### src/rtl/assert_macros.svh
// Assertion macros used by the top-level RTL file.
// Standalone; no dependencies.
`ifndef ASSERT_MACROS_SVH
`define ASSERT_MACROS_SVH

// Same-cycle implication, sampled on the rising clock, off during reset.
`define ASSERT_IMPL(label, clk, rst_n, ante, cons, msg) \
    label: assert property (@(posedge clk) disable iff (!(rst_n)) (ante) |-> (cons)) \
        else $error(msg);

// Next-cycle implication, sampled on the rising clock, off during reset.
`define ASSERT_NEXT(label, clk, rst_n, ante, cons, msg) \
    label: assert property (@(posedge clk) disable iff (!(rst_n)) (ante) |=> (cons)) \
        else $error(msg);

`endif

### src/rtl/i2cs_pkg.sv
// Types and constants for the I2C master transaction sequencer.
// No dependencies.
`default_nettype none

package i2cs_pkg;

    localparam logic [1:0] KIND_BEGIN = 2'd0;
    localparam logic [1:0] KIND_EVENT = 2'd1;
    localparam logic [1:0] KIND_TX    = 2'd2;

    localparam logic [2:0] CMD_NONE  = 3'd0;
    localparam logic [2:0] CMD_START = 3'd1;
    localparam logic [2:0] CMD_SEND  = 3'd2;
    localparam logic [2:0] CMD_RACK  = 3'd3;
    localparam logic [2:0] CMD_RNACK = 3'd4;
    localparam logic [2:0] CMD_STOP  = 3'd5;
    localparam logic [2:0] CMD_REQ   = 3'd6;

    localparam logic [1:0] ERR_NONE  = 2'd0;
    localparam logic [1:0] ERR_NAK   = 2'd1;
    localparam logic [1:0] ERR_UNEXP = 2'd2;

    localparam logic [7:0] STATUS_MASK   = 8'hf8;
    localparam logic [7:0] ST_START      = 8'h08;
    localparam logic [7:0] ST_RSTART     = 8'h10;
    localparam logic [7:0] ST_SLAW_ACK   = 8'h18;
    localparam logic [7:0] ST_SLAW_NAK   = 8'h20;
    localparam logic [7:0] ST_DATA_ACK   = 8'h28;
    localparam logic [7:0] ST_DATA_NAK   = 8'h30;
    localparam logic [7:0] ST_SLAR_ACK   = 8'h40;
    localparam logic [7:0] ST_SLAR_NAK   = 8'h48;
    localparam logic [7:0] ST_RX_ACK     = 8'h50;
    localparam logic [7:0] ST_RX_NAK     = 8'h58;
    localparam logic [7:0] ADDR_WR_MASK  = 8'hfe;

    typedef enum logic [3:0] {
        PH_IDLE   = 4'd0,
        PH_WSTART = 4'd1,
        PH_WADDR  = 4'd2,
        PH_WNEED  = 4'd3,
        PH_WDATA  = 4'd4,
        PH_RSTART = 4'd5,
        PH_RADDR  = 4'd6,
        PH_RACK   = 4'd7,
        PH_RNACK  = 4'd8
    } t_phase;

    typedef struct packed {
        logic [1:0]  kind;
        logic [7:0]  dev_address;
        logic [15:0] write_count;
        logic [15:0] read_count;
        logic [7:0]  bus_status;
        logic [7:0]  bus_rx_byte;
        logic [7:0]  tx_byte;
    } t_in_item;

    typedef struct packed {
        logic [2:0] command;
        logic [7:0] send_value;
        logic       rx_valid;
        logic [7:0] rx_data;
        logic       done_res;
        logic [1:0] error_class;
        logic [7:0] final_status;
    } t_out_item;

endpackage

`default_nettype wire

### src/rtl/i2cs_core.sv
// Transaction state and per-item next-state / result logic.
// Depends on i2cs_pkg.
`default_nettype none

module i2cs_core
    import i2cs_pkg::*;
(
    input  wire logic      i_clk,
    input  wire logic      i_rst_n,
    input  wire logic      i_fire,
    input  wire t_in_item  i_item,
    output t_out_item      o_result
);

    t_phase      r_phase, n_phase;
    logic [15:0] r_writes_left, n_writes_left;
    logic [15:0] r_reads_left, n_reads_left;
    logic [7:0]  r_address, n_address;
    logic        r_did_write, n_did_write;

    always_ff @(posedge i_clk) begin
        if (!i_rst_n) begin
            r_phase       <= PH_IDLE;
            r_writes_left <= '0;
            r_reads_left  <= '0;
            r_address     <= '0;
            r_did_write   <= 1'b0;
        end else if (i_fire) begin
            r_phase       <= n_phase;
            r_writes_left <= n_writes_left;
            r_reads_left  <= n_reads_left;
            r_address     <= n_address;
            r_did_write   <= n_did_write;
        end
    end

    logic [7:0]  st;
    logic [15:0] reads_dec;

    assign st        = i_item.bus_status & STATUS_MASK;
    assign reads_dec = r_reads_left - 16'd1;

    always_comb begin
        n_phase       = r_phase;
        n_writes_left = r_writes_left;
        n_reads_left  = r_reads_left;
        n_address     = r_address;
        n_did_write   = r_did_write;
        o_result      = '0;

        priority if (i_item.kind == KIND_BEGIN) begin
            n_address     = i_item.dev_address;
            n_writes_left = i_item.write_count;
            n_reads_left  = i_item.read_count;
            n_did_write   = (i_item.write_count != 16'd0);
            if (i_item.write_count != 16'd0) begin
                o_result.command = CMD_START;
                n_phase          = PH_WSTART;
            end else if (i_item.read_count != 16'd0) begin
                o_result.command = CMD_START;
                n_phase          = PH_RSTART;
            end else begin
                o_result.done_res = 1'b1;
                n_phase           = PH_IDLE;
            end
        end else if (i_item.kind == KIND_TX) begin
            if (r_phase == PH_WNEED) begin
                o_result.command    = CMD_SEND;
                o_result.send_value = i_item.tx_byte;
                n_writes_left       = r_writes_left - 16'd1;
                n_phase             = PH_WDATA;
            end
        end else if (i_item.kind == KIND_EVENT) begin
            unique case (r_phase)
                PH_WSTART: begin
                    if (st == ST_START) begin
                        o_result.command    = CMD_SEND;
                        o_result.send_value = r_address & ADDR_WR_MASK;
                        n_phase             = PH_WADDR;
                    end else begin
                        o_result.done_res     = 1'b1;
                        o_result.error_class  = ERR_UNEXP;
                        o_result.final_status = st;
                        n_phase               = PH_IDLE;
                    end
                end
                PH_WADDR: begin
                    if (st == ST_SLAW_ACK) begin
                        o_result.command = CMD_REQ;
                        n_phase          = PH_WNEED;
                    end else begin
                        o_result.command      = (st == ST_SLAW_NAK) ? CMD_STOP : CMD_NONE;
                        o_result.done_res     = 1'b1;
                        o_result.error_class  = (st == ST_SLAW_NAK) ? ERR_NAK : ERR_UNEXP;
                        o_result.final_status = st;
                        n_phase               = PH_IDLE;
                    end
                end
                PH_WDATA: begin
                    if (st == ST_DATA_ACK) begin
                        if (r_writes_left != 16'd0) begin
                            o_result.command = CMD_REQ;
                            n_phase          = PH_WNEED;
                        end else if (r_reads_left != 16'd0) begin
                            o_result.command = CMD_START;
                            n_phase          = PH_RSTART;
                        end else begin
                            o_result.command  = CMD_STOP;
                            o_result.done_res = 1'b1;
                            n_phase           = PH_IDLE;
                        end
                    end else begin
                        o_result.command      = (st == ST_DATA_NAK) ? CMD_STOP : CMD_NONE;
                        o_result.done_res     = 1'b1;
                        o_result.error_class  = (st == ST_DATA_NAK) ? ERR_NAK : ERR_UNEXP;
                        o_result.final_status = st;
                        n_phase               = PH_IDLE;
                    end
                end
                PH_RSTART: begin
                    if (st == (r_did_write ? ST_RSTART : ST_START)) begin
                        o_result.command    = CMD_SEND;
                        o_result.send_value = r_address | 8'h01;
                        n_phase             = PH_RADDR;
                    end else begin
                        o_result.done_res     = 1'b1;
                        o_result.error_class  = ERR_UNEXP;
                        o_result.final_status = st;
                        n_phase               = PH_IDLE;
                    end
                end
                PH_RADDR: begin
                    if (st == ST_SLAR_ACK) begin
                        if (r_reads_left > 16'd1) begin
                            o_result.command = CMD_RACK;
                            n_phase          = PH_RACK;
                        end else begin
                            o_result.command = CMD_RNACK;
                            n_phase          = PH_RNACK;
                        end
                    end else begin
                        o_result.command      = (st == ST_SLAR_NAK) ? CMD_STOP : CMD_NONE;
                        o_result.done_res     = 1'b1;
                        o_result.error_class  = (st == ST_SLAR_NAK) ? ERR_NAK : ERR_UNEXP;
                        o_result.final_status = st;
                        n_phase               = PH_IDLE;
                    end
                end
                PH_RACK: begin
                    if (st == ST_RX_ACK) begin
                        o_result.rx_valid = 1'b1;
                        o_result.rx_data  = i_item.bus_rx_byte;
                        n_reads_left      = reads_dec;
                        if (reads_dec > 16'd1) begin
                            o_result.command = CMD_RACK;
                            n_phase          = PH_RACK;
                        end else begin
                            o_result.command = CMD_RNACK;
                            n_phase          = PH_RNACK;
                        end
                    end else begin
                        o_result.done_res     = 1'b1;
                        o_result.error_class  = ERR_UNEXP;
                        o_result.final_status = st;
                        n_phase               = PH_IDLE;
                    end
                end
                PH_RNACK: begin
                    if (st == ST_RX_NAK) begin
                        o_result.rx_valid = 1'b1;
                        o_result.rx_data  = i_item.bus_rx_byte;
                        o_result.command  = CMD_STOP;
                        o_result.done_res = 1'b1;
                        n_reads_left      = '0;
                        n_phase           = PH_IDLE;
                    end else begin
                        o_result.done_res     = 1'b1;
                        o_result.error_class  = ERR_UNEXP;
                        o_result.final_status = st;
                        n_phase               = PH_IDLE;
                    end
                end
                default: begin
                end
            endcase
        end else begin
        end
    end

endmodule

`default_nettype wire

### src/rtl/i2c_master_transaction_sequencer_top.sv
// Top level of the I2C master transaction sequencer: input and result registers.
// Depends on i2cs_pkg, i2cs_core and assert_macros.svh.
//
// Usage:
//   Input channel (i_in_valid / o_in_stall / i_in_item) carries begin items,
//   bus status events and supplied transmit bytes. Output channel
//   (o_out_valid / i_out_stall / o_out_item) returns exactly one result item
//   per input item, in order: the next bus command, any received byte, and
//   the done flag with error class and ending status.
//   An accepted item waits in the input register; the combinational
//   sequencing logic between it and the result register produces its result.
//   Throughput: one item per cycle while the receiver does not stall.
//   When the receiver stalls, the result register holds; one more item may
//   wait in the input register, after which o_in_stall is raised.
//   Reset (i_rst_n low, synchronous) empties both registers and returns the
//   sequencer to idle with all counts and the held address cleared.
`default_nettype none

module i2c_master_transaction_sequencer_top
    import i2cs_pkg::*;
(
    input  wire logic      i_clk,
    input  wire logic      i_rst_n,
    input  wire logic      i_in_valid,
    output logic           o_in_stall,
    input  wire t_in_item  i_in_item,
    output logic           o_out_valid,
    input  wire logic      i_out_stall,
    output t_out_item      o_out_item
);

`include "assert_macros.svh"

    logic      r_in_valid;
    t_in_item  r_in_item;
    logic      r_out_valid;
    t_out_item r_out_item;
    logic      fire;
    t_out_item result;

    assign fire       = r_in_valid && (!r_out_valid || !i_out_stall);
    assign o_in_stall = r_in_valid && !fire;

    always_ff @(posedge i_clk) begin
        if (!i_rst_n) begin
            r_in_valid <= 1'b0;
        end else if (!o_in_stall) begin
            r_in_valid <= i_in_valid;
        end
    end

    always_ff @(posedge i_clk) begin
        if (!o_in_stall && i_in_valid) begin
            r_in_item <= i_in_item;
        end
    end

    i2cs_core u_core (
        .i_clk    (i_clk),
        .i_rst_n  (i_rst_n),
        .i_fire   (fire),
        .i_item   (r_in_item),
        .o_result (result)
    );

    always_ff @(posedge i_clk) begin
        if (!i_rst_n) begin
            r_out_valid <= 1'b0;
        end else if (fire) begin
            r_out_valid <= 1'b1;
        end else if (!i_out_stall) begin
            r_out_valid <= 1'b0;
        end
    end

    always_ff @(posedge i_clk) begin
        if (fire) begin
            r_out_item <= result;
        end
    end

    assign o_out_valid = r_out_valid;
    assign o_out_item  = r_out_item;

    `ASSERT_IMPL(a_idle_result_clean, i_clk, i_rst_n,
        o_out_valid && !o_out_item.done_res,
        o_out_item.error_class == ERR_NONE && o_out_item.final_status == 8'h00,
        "error fields set on a result that does not finish")
    `ASSERT_IMPL(a_rx_cmd, i_clk, i_rst_n,
        o_out_valid && o_out_item.rx_valid,
        o_out_item.command == CMD_RACK || o_out_item.command == CMD_RNACK ||
        o_out_item.command == CMD_STOP,
        "received byte reported with an unrelated command")
    `ASSERT_IMPL(a_nak_stop, i_clk, i_rst_n,
        o_out_valid && o_out_item.error_class == ERR_NAK,
        o_out_item.command == CMD_STOP && o_out_item.done_res,
        "NAK result without STOP")
    `ASSERT_IMPL(a_stall_cause, i_clk, i_rst_n,
        o_in_stall,
        r_in_valid && r_out_valid && i_out_stall,
        "input stalled without a blocked result")
    `ASSERT_NEXT(a_fire_loads, i_clk, i_rst_n,
        fire,
        r_out_valid,
        "result register not loaded after an item was processed")

endmodule

`default_nettype wire

### config.mk
export PLATFORM = sky130hd
export DESIGN_NAME = i2c_master_transaction_sequencer_top
export DESIGN_NICKNAME = d
export VERILOG_FILES = /design/src/rtl/i2cs_pkg.sv /design/src/rtl/i2cs_core.sv /design/src/rtl/i2c_master_transaction_sequencer_top.sv
export VERILOG_INCLUDE_DIRS = /design/src /design/src/rtl
export SDC_FILE = /design/constraint.sdc
export NUM_CORES = 1
export LEC_CHECK = 0
export BUFFER_PORTS_ARGS = -buffer_cell sky130_fd_sc_hd__buf_4
export CORE_UTILIZATION = 50
export DETAILED_ROUTE_END_ITERATION = 12
export MAX_ROUTING_LAYER = met4
export PLACE_DENSITY = 0.72
export SKIP_CTS_REPAIR_TIMING = 1
export SYNTH_ARGS = -nofsm -noshare
export SYNTH_HDL_FRONTEND = slang
export SYNTH_SLANG_ARGS = --single-unit
### constraint.sdc
create_clock -name i_clk -period 7.8 [get_ports i_clk]
set_clock_uncertainty 0.05 [all_clocks]
set_input_delay 1.17 -clock i_clk [delete_from_list [all_inputs] [get_ports i_clk]]
set_output_delay 1.17 -clock i_clk [all_outputs]
set_load 0.01 [all_outputs]
After elaboration in Yosys (flattened, before gate mapping)
Cells that the tools add are included.
{"block": "totals", "ff_bits": 144, "out_inout_bits": 33}
{"block": "classes", "order_cmp": 2, "n_reduce_logical": 24, "eq_ne": 25, "n_bitwise": 1, "muxes": 72, "add_sub_neg": 2}
{"cell": "$mux W16", "n": 8}
{"cell": "$mux W11", "n": 7}
{"cell": "$pmux W11 S7", "n": 1}
{"cell": "$reduce_bool A16 Y1", "n": 4}
{"cell": "$mux W3", "n": 17}
{"cell": "$mux W10", "n": 5}
{"cell": "$mux W4", "n": 11}
{"cell": "$gt A16 B1 Y1 const B", "n": 2}
{"cell": "$pmux W16 S2", "n": 1}
{"cell": "$sub A16 B1 Y16 const B", "n": 2}
{"cell": "$mux W31", "n": 1}
{"cell": "$pmux W4 S7", "n": 1}
{"cell": "$pmux W3 S7", "n": 1}
{"cell": "$eq A5 B4 Y1 const B", "n": 4}
{"cell": "$mux W9", "n": 2}
{"cell": "$pmux W9 S2", "n": 1}
{"cell": "$eq A4 B3 Y1 const B", "n": 4}
{"cell": "$pmux W8 S2", "n": 1}
{"cell": "$eq A5 B3 Y1 const B", "n": 3}
{"cell": "$mux W2", "n": 5}
{"cell": "$mux W1", "n": 9}
{"cell": "$reduce_bool A9 Y1", "n": 1}
{"cell": "$eq A4 B2 Y1 const B", "n": 2}
{"cell": "$eq A8 B8 Y1", "n": 1}
{"cell": "other kinds (22)", "n": 32}

Depth between registers and ports, before layout
{"block": "depth", "depth_word": 8, "ltp_mapped": 10, "depth_no_buf": 8}

By module
Synthesis repeated with hierarchy kept, for this count alone.
{"block": "hier_totals", "hier_cells": 659, "area_unflattened_um2": 6869.1}
{"module": "i2cs_core", "area_per_inst_um2": 3872.5, "cells_each": 554, "seq_area_each_um2": 880.8, "instances": 1}
{"module": "i2c_master_transaction_sequencer_top", "area_per_inst_um2": 2996.6, "cells_each": 105, "seq_area_each_um2": 2952.8, "instances": 1}

Least setup slack after synthesis
No wires, ideal clock.
{"block": "synth_timing", "path_kind": "input to register", "startpoint": "in i_out_stall", "endpoint": "reg r_in_item[0] (netlist name) (enable)", "setup_ps": 489, "t_arrival_ps": 4170, "path_stages": 2, "path_buffers": 0, "path_slack_ps": 3091, "path_cell_list": "and3_1 -> nor2b_1"}
{"block": "synth_via", "elab_chain_cells": 7}
{"element": "from (decl)", "line_no": "i2c_master_transaction_sequencer_top.sv:28", "source": "input wire logic i_out_stall,"}
{"element": "$logic_not A1 Y1"}
{"element": "$logic_or A1 B1 Y1", "line_no": "i2c_master_transaction_sequencer_top.sv:41", "source": "assign fire = r_in_valid && (!r_out_valid || !i_out_stall);"}
{"element": "$logic_and A1 B1 Y1", "line_no": "i2c_master_transaction_sequencer_top.sv:41"}
{"element": "$logic_not A1 Y1", "line_no": "i2c_master_transaction_sequencer_top.sv:42", "source": "assign o_in_stall = r_in_valid && !fire;"}
{"element": "$logic_and A1 B1 Y1", "line_no": "i2c_master_transaction_sequencer_top.sv:42"}
{"element": "$logic_not A1 Y1", "line_no": "i2c_master_transaction_sequencer_top.sv:53", "source": "if (!o_in_stall && i_in_valid) begin"}
{"element": "$logic_and A1 B1 Y1", "line_no": "i2c_master_transaction_sequencer_top.sv:53"}
{"element": "to (signal assigned)", "line_no": "i2c_master_transaction_sequencer_top.sv:54", "source": "r_in_item <= i_in_item;"}
{"element": "to (decl)", "line_no": "i2c_master_transaction_sequencer_top.sv:35", "source": "t_in_item r_in_item;"}
No other way between the ends.
A chain may end at the register's enable or synchronous reset.

Final worst setup path
{"block": "layout_timing", "startpoint": "reg u_core.r_reads_left[0]", "endpoint": "reg r_out_item, in the netlist o_out_item[29], data pin"}
{"block": "layout_via", "elab_chain_cells": 8, "word_cells_on_any_way": 11, "cone_classes": "add/sub: 1; order compare: 2; mux: 8"}
{"element": "from (decl)", "line_no": "i2cs_core.sv:17", "source": "logic [15:0] r_reads_left, n_reads_left;"}
{"element": "from (signal assigned)", "line_no": "i2cs_core.sv:31", "source": "r_reads_left <= n_reads_left;"}
{"element": "$sub A16 B1 Y16", "line_no": "i2cs_core.sv:41", "source": "assign reads_dec = r_reads_left - 16'd1;"}
{"element": "$gt A16 B1 Y1", "line_no": "i2cs_core.sv:154", "source": "if (reads_dec > 16'd1) begin"}
{"element": "$mux W3", "line_no": "i2cs_core.sv:154"}
{"element": "$mux W3", "line_no": "i2cs_core.sv:150", "source": "if (st == ST_RX_ACK) begin"}
{"element": "$pmux W3 S7 (*)", "line_no": "i2cs_core.sv:74", "source": "unique case (r_phase)"}
{"element": "$mux W31 (*)", "line_no": "i2cs_core.sv:73", "source": "end else if (i_item.kind == KIND_EVENT) begin"}
{"element": "$mux W11 (*)", "line_no": "i2cs_core.sv:66", "source": "end else if (i_item.kind == KIND_TX) begin"}
{"element": "$mux W3 (*)", "line_no": "i2cs_core.sv:51", "source": "priority if (i_item.kind == KIND_BEGIN) begin"}
{"element": "to (signal assigned)", "line_no": "i2c_master_transaction_sequencer_top.sv:78", "source": "r_out_item <= result;"}
{"element": "to (decl)", "line_no": "i2c_master_transaction_sequencer_top.sv:37", "source": "t_out_item r_out_item;"}
Mark *: on every way between the ends. The rest lies on a longest branch, timed or not.

==> impl_metrics.ini <==
[setup_path]
reg2reg_from = u_core.r_reads_left[0]
crit_path_start = u_core.r_reads_left[0]
cp_max_fo = 15
critPathCaptureType = flip-flop
cp-start-kind = flip-flop
critPathRequiredTime_ns = 7.85
crit_path_cell_trace = inv_1, ha_1, nor3_1, a31oi_1, o41ai_1, a31oi_1, a211oi_1, a31oi_1
cp_common_cell = a31oi_1
worstPathArrival_ns = 3.33
cpPeakStageDelay_ns = 0.60
crit_slowest_cell = a211oi_1
crit_family = compound AO/OA/AOI/OAI gates
critPathBufInv = 1
worstSetupPathType = flip-flop to flip-flop

[hold_path]
hold_class = flip-flop to flip-flop
hold_start = u_core.r_address[7]

[yosys]
async_flop_share = 0
synth_cell_types = 71
syn_avg_cell_area_um2 = 10.07
yosys_warnings = 0
ys_seq_area_frac = 0.5393
synthCells = 667
synth_edf_count = 90
ys.flop_type = edfxtp_1
synth_seq_cells = 136
netlist_area_mm2 = 0.006719

[timing]
hold_violations = 0
rsz0062_at_grt = no
slew-limit-headroom = 0.2299
setup-violations-final = 0
fmax_ghz = 0.3054
finalWorstSetupSlack_ns = 4.526
slew_violations = 0
tns_ns = 0
fin_crit_sh = 0.4197
worst_slew_pin_slew_ns = 1.151
min_period_ns = 3.274

[clock_tree]
clock_sinks = 136
worstSkewPairLatency_ns = 0.42
clockBufferDepth = 2
ctsHtreeMaxLevel = 4
cts-root-buf = clkbuf_16
cts_buffers = 17
cts.clk_slew.worst_paths_ns = 0.06
cts_tree = built

[layout]
layout-drive-gt1-share = 0.2018
fill_cells = 1049
final_core_util = 0.6305
mostFrequentLayoutCell = buf_4
final_nets = 820
final_cell_mix = buf_4 (99), edfxtp_1 (90), nor2_1 (67)
design_area_mm2 = 0.008118
num_antenna_cells = 0
area_delta_synth_final_pct = 20.82

[outcome]
status = complete, no violations

[floorplan]
dieHeight_um = 117.9
fp.coreArea_mm2 = 0.01288
dieWidth_um = 117.9
rows = 41
die_area_mm2 = 0.01391
start_util = 0.5218
pin_count = 103

[power_and_ir_drop]
p_leak_nw = 3.012
ir_drop_mv = 0.1469
total_power_mw = 1.849
powerDensity_mw_per_mm2 = 227.8

[drt]
drc = 0
dr.pass1.iters = 5
via_per_inst = 6.076
post_drt_wl_per_cell_um = 17.63
routed_wl_um = 16390
via_count = 5651
drt_iter0_drc = 489
ant_nets = 0

[global_routing]
antenna_found_initial = 0
grt_pass1_wl_um = 26660
grtUsageTotal = 0.2513
grt-ovfl-total = 0
grt_pass1_vias = 5407
grt_max_degree = 42

[place]
dpl_worst_slack_ns = 4.634
io_buffers = 95
dpl-instance-area_mm2 = 0.007498
gp_congestion = 0.8910
dp_hpwl_um = 11260

[job]
drv_cap = 0
-- cells in the mapped netlist, drive strengths merged, types with 7 or more instances --
cell,count,area share
or3,8,0.0074
nor4,21,0.020
a211oi,12,0.016
dfxtp,46,0.14
and2,14,0.013
nor3,25,0.021
nor2,68,0.038
nand4,8,0.0074
nand3,10,0.0074
a31oi,15,0.014
nand2,52,0.029
edfxtp,90,0.40
a21oi,47,0.035
o21ai,51,0.038
a22o,8,0.010
buf,12,0.012
inv,13,0.0073
clkbuf,30,0.017
nand2b,9,0.0084
and3,7,0.0065
-- routing by layer --
metal | wire [µm] | up-vias | track usage
met4 | 344 | 0 | 0.09615
met5 | 0 | - | -
met2 | 8030 | 224 | 0.4066
li1 | - | 2690 | -
met1 | 6939 | 2704 | 0.3102
met3 | 1079 | 33 | 0.04990
-- report_power, final --
| part | switching (mW) | total, mW | internal, mW | leakage [nW] |
|---|---|---|---|---|
| combinational | 0.108 | 0.186 | 0.0780 | 1.47 |
| sequential | 0.0267 | 0.830 | 0.803 | 1.24 |
| clock | 0.312 | 0.833 | 0.522 | 0.296 |
| total | 0.446 | 1.85 | 1.40 | 3.01 |
-- final timing paths --
| check | endpoint | slack (ns) | depth (start not counted) |
|---|---|---|---|
| worst max-delay path | o_out_item[29] | 4.53 | 8 |
| worst min-delay path | u_core.r_address[7] | 0.41 | 2 |
| worst max register to register | o_out_item[29] | 4.53 | 8 |
| worst min register to register | u_core.r_address[7] | 0.41 | 2 |
-- cell type report --
cell class	instances	area, µm²	share of cell area
clock buffer	19	452.9	0.05580
clock inverter	13	166.4	0.02050
inverter	14	52.55	0.006473
multi-input combinational	477	2864	0.3528
sequential	136	3623	0.4464
tap	172	215.2	0.02651
timing repair buffer	99	743.2	0.09155
-- tightest hold or removal path, cell delays in order (launching register included) --
cell and delay [ns]:
dfxtp_1 0.31, nand2_1 0.05, a21oi_1 0.05
-- through the flow --
stage          hold slack (ns)  cells
2_1_floorplan           0.3860    669
3_3_place_gp            0.3909    898
3_5_place_dp            0.3965    898
4_1_cts                 0.4056    930
5_1_grt                 0.4193    930
6_report                0.4078    930
-- kinds of logic (layout without fill, tap and decap cells) --
logic type / after synthesis / count (layout) / share of synthesized area
fa+ha+maj: 5 / 5 / 0.009311
buf+inv: 56 / 145 / 0.03706
compound gates: 201 / 201 / 0.2009
xor+xnor: 6 / 6 / 0.007823
flops: 136 / 136 / 0.5393
mux: 3 / 3 / 0.004469
simple gates: 259 / 259 / 0.2006
other cells: 1 / 3 / 0.0005581
-- state kept, by name, summed over array words and instances, names as in the netlist --
name / flops
r_in_item: 62
u_core.r_reads_left: 16
u_core.r_phase: 4
u_core.r_address: 7
u_core.r_writes_left: 16
u_core.r_did_write: 1
r_in_valid: 1
o_out_valid: 1
o_out_item: 28
Note: power is estimated with default switching activity, not from simulation.
